File: config.mk
export PLATFORM = sky130hd
export DESIGN_NAME = sit_cmp
export DESIGN_NICKNAME = d
export VERILOG_FILES = /design/src/sv/sit_pkg.sv /design/src/sv/sit_cmp.sv
export SDC_FILE = /design/constraint.sdc
export NUM_CORES = 1
export LEC_CHECK = 0
export BUFFER_PORTS_ARGS = -buffer_cell sky130_fd_sc_hd__buf_2
export CAP_MARGIN = 20
export CORE_UTILIZATION = 40
export DETAILED_ROUTE_END_ITERATION = 8
export PLACE_DENSITY = 0.8
export SYNTH_ARGS = -nofsm -noshare
export SYNTH_HDL_FRONTEND = slang
export SYNTH_SLANG_ARGS = --single-unit
File: constraint.sdc
create_clock -name vclk -period 3.6
set_input_delay 1.08 -clock vclk [all_inputs]
set_output_delay 1.08 -clock vclk [all_outputs]
set_load 0.01 [all_outputs]
File: src/sv/sit_pkg.sv
`default_nettype none
package sit_pkg;

  localparam int TABLE_DEPTH_DEF = 256;
  localparam int CHROM_W         = 16;
  localparam int POS_W           = 32;

  // one stored interval
  typedef struct packed {
    logic [CHROM_W-1:0] chrom;
    logic [POS_W-1:0]   start_pos;
    logic [POS_W-1:0]   end_pos;
  } entry_t;

  // flags from the shared compare unit
  typedef struct packed {
    logic precedes;      // entry lies wholly ahead of the key on the ordering
    logic same_chrom;    // entry is on the key's sequence
    logic start_le_pos;  // entry start <= key position
    logic start_lt_lim;  // entry start < key limit (end of interval to add)
    logic end_gt_pos;    // entry end > key position
  } cmp_res_t;

  typedef enum logic [1:0] {
    STATUS_OK      = 2'd0,
    STATUS_EMPTY   = 2'd1,
    STATUS_OVERLAP = 2'd2,
    STATUS_FULL    = 2'd3
  } status_t;

  typedef enum logic {
    FUNC_ADD   = 1'b0,
    FUNC_QUERY = 1'b1
  } func_t;

  typedef enum logic [3:0] {
    ST_IDLE,
    ST_CACHE,
    ST_SEARCH,
    ST_PROBE,
    ST_RESOLVE,
    ST_SH_RD,
    ST_SH_WR,
    ST_INSERT,
    ST_DONE
  } state_t;

endpackage
`default_nettype wire

File: src/sv/sit_cmp.sv
`default_nettype none
module sit_cmp (
  input  wire sit_pkg::entry_t       entry,
  input  wire logic [sit_pkg::CHROM_W-1:0] key_chrom,
  input  wire logic [sit_pkg::POS_W-1:0]   key_pos,
  input  wire logic [sit_pkg::POS_W-1:0]   key_lim,
  output sit_pkg::cmp_res_t          res
);
  import sit_pkg::*;

  // compare one entry read from the table against the search key
  always_comb begin
    res.same_chrom   = (entry.chrom == key_chrom);
    res.precedes     = (entry.chrom < key_chrom) ||
                       (res.same_chrom && (entry.end_pos <= key_pos));
    res.start_le_pos = (entry.start_pos <= key_pos);
    res.start_lt_lim = (entry.start_pos < key_lim);
    res.end_gt_pos   = (entry.end_pos > key_pos);
  end

endmodule
`default_nettype wire

# After elaboration in Yosys (flattened, before gate mapping)
# Index checks and enable logic that the tools add are counted.
[word_totals]
out_inout_bits = 5
reg_bits = 0
[op_classes]
order_cmp = 5
reduce_logical = 2
n_eq_ne = 1
[ops]
columns = ["operator", "n"]
rows = [
  ["32-bit less-or-equal comparator", 2],
  ["32-bit > comparator", 1],
  ["32-bit less-than comparator", 1],
  ["16-bit == test", 1],
  ["16-bit less-than comparator", 1],
  ["1-bit logical AND", 1],
  ["1-bit logical OR", 1],
]

# Longest topological paths before layout
[depth]
word_depth = 3
mapped_depth = 8

# Worst setup path before layout
# No wires, ideal clock.
[synth_timing]
path_kind = "input to output"
startpoint = "input port key_pos[5] (netlist name)"
endpoint = "output port res[4] (netlist name)"
path_slack_ns = 0.153
arrival_time_ns = 2.367
t_required_ns = 2.520
stages = 8
cell_sequence = "inv_1 ha_1 a21oi_1 o21ai_1 a221oi_2 nor2_1 o31ai_1 a31o_1"
[synth_rtl]
columns = ["element", "line_no", "source"]
rows = [
  ["start, declared", "sit_cmp.sv:5", "input wire logic [sit_pkg::POS_W-1:0] key_pos,"],
  ["end, declared", "sit_cmp.sv:7", "output sit_pkg::cmp_res_t res"],
]

==> reports/qor.yml <==
antenna_found_initial: 0
crit_path_start: "key_pos[7]"
post-place-ws_ns: -0.193
grt_pass1_wl_um: 16400
min_to: "res[1]"
grt_pass1_vias: 3814
clockBufferCount: 0
fp.dieH_um: 84.1
clkPwrFrac: 0
viasPerCell: 5.50
ant_nets: 0
relSlewSlack: 0.783
diodes: 0
worstPathRequired_ns: 2.52
syn_area_um2: 2700
dp_hpwl_um: 7980
synth_seq_area_share: 0
hold_class: "in -> out"
p_per_area_nw_per_um2: 120
synth_cells: 363
start_util: 0.420
power.switching_mw: 0.271
io_pins: 165
ys_top_cells_by_area: "ha_1, inv_1, a21oi_1, nand4_1, a21o_1"
power.leakage_nw: 2.62
globalplace.congestion: 0.856
fp.dieW_um: 84.1
status: "finished, violations left"
layout.nets: 849
coreArea_um2: 6420
final.min_clock_period_ns: 3.68
setup_tns_ns: -0.220
post-place-cells: 645
area_growth_syn_to_layout_pct: 77.9
cts_hold_buffers: 0
finalCritPeriodShare: 1.02
maxCapViolations: 0
vias: 3593
crit_type: "in -> out"
ir_drop_uv: 80.7
drtIter0Drc: 138
firstDrtPassIters: 7
seq_area_um2: 0
grt_overflow: 0
cp-start-kind: "input pin"
seqPwrFrac: 0
intPower_mw: 0.304
synth.distinct_cells: 33
final-setup-viol-count: 4
yosysMostFrequentCell: "ha_1"
fillers: 424
hold_start: "entry[63]"
combPwrFrac: 1.000
drv_slew: 0
grt_usage: 0.279
fin_ws_ns: -0.0770
yosysWarningCount: 0
rows: 29
final_area_um2: 4800
drive_gt1_frac: 0.533
switching_share: 0.472
finalNonFillerCells: 653
avgSynthCellArea_um2: 7.43
worstPathMaxFanout: 3
drcViolationCount: 20
fmax_ghz: 0.272
failed_checks: "DRC, setup timing"
yosys-top-cells-count: "ha_1, inv_1, a21oi_1"
dpl_cell_area_um2: 3920
endpoint_kind: "primary output"
yosys.area.top_type: "ha_1"
port_buffers: 165
die_area_um2: 7080
drt_wl_total_um: 10500
rsz0062_at_grt: "true"
synth_fp_nets: 634
seq_cell_count: 0
worst_slew_pin_slew_ns: 0.324
finalHoldViolations: 0
final_core_util: 0.748
grt_max_degree: 5
hold_depth: 6
synth_top_area_frac: 0.515
wire_per_inst_um: 16.1
arrival_ns: 2.60
-- repair_timing --
item	CTS	global route
cloned	0	0
setup endpoints to repair	4	4
resized for setup	97	40
pin swaps	40	28
endpoints found under the hold margin	0	0
setup buffers	4	4
-- cell families (layout without fill, tap and decap cells) --
group / count (synthesis) / in the layout / synth area share
compound gates: 92 / 92 / 0.218
buf+inv: 82 / 295 / 0.114
simple gates: 78 / 78 / 0.153
fa+ha+maj: 111 / 111 / 0.515
-- layout by cell type (no fill, tap or decap), types with 2 or more instances in the layout --
cell	netlist	final
inv_1	82	58
nor3_1	4	3
ha_4	0	39
a31o_1	2	2
a21oi_2	2	9
and4_1	2	2
nor4_2	1	2
nand2b_1	3	3
a21o_1	14	14
buf_2	0	143
nand3_1	9	8
inv_4	0	5
nor2_1	9	8
o21ai_0	12	6
a21oi_1	38	31
nand4_1	20	20
o31ai_2	0	2
buf_6	0	27
o211ai_1	3	3
nand2_2	0	3
nor4_4	0	3
a211oi_1	5	2
a211oi_2	0	3
inv_2	0	19
nor2b_1	2	2
buf_4	0	42
nand2_1	21	18
o21ai_1	3	9
ha_1	111	71
-- worst max path at each step --
stage | to | slack [ns] | depth (start not counted)
finish | res[2] | -0.08 | 10
global route | res[4] | -0.16 | 9
CTS | res[4] | -0.10 | 10
detailed placement | res[4] | -0.19 | 10
global placement | res[4] | -0.17 | 10
floorplan | res[4] | 0.15 | 8
-- through the flow --
stage	power, mW	hold WS [ns]
floorplan	0.225	2.44
global placement	0.408	2.69
detailed placement	0.432	2.69
CTS	0.514	2.69
global route	0.636	2.72
finish	0.575	2.68
-- power groups by stage --
stage / sequential (mW) / combinational [mW] / clock [mW]
3_5_place_dp: 0 / 0.432 / 0
5_1_grt: 0 / 0.636 / 0
3_3_place_gp: 0 / 0.408 / 0
2_1_floorplan: 0 / 0.225 / 0
4_1_cts: 0 / 0.514 / 0
6_report: 0 / 0.575 / 0
-- critical path: stages --
cell and delay (ns):
buf_2 0.09, inv_2 0.05, buf_6 0.11, ha_4 0.27, nand4_1 0.13, a2111o_1 0.41
o211ai_1 0.12, a21o_1 0.14, o21ai_1 0.06, buf_2 0.15
-- routing by layer --
metal	GRT usage	share of wire	vias to the layer above
li1	-	-	1739
met1	0.295	0.37	1626
met2	0.567	0.52	178
met3	0.0265	0.063	50
met4	0.0987	0.050	0
met5	0	0	-
-- layout make-up --
| cell class | count | area, µm² | share of cell area |
|---|---|---|---|
| Multi-Input combinational cell | 281 | 3030 | 0.632 |
| Timing Repair Buffer | 213 | 1350 | 0.281 |
| Inverter | 82 | 320 | 0.0667 |
| Tap cell | 77 | 96.3 | 0.0201 |
Power figures use the tool's default switching activity.
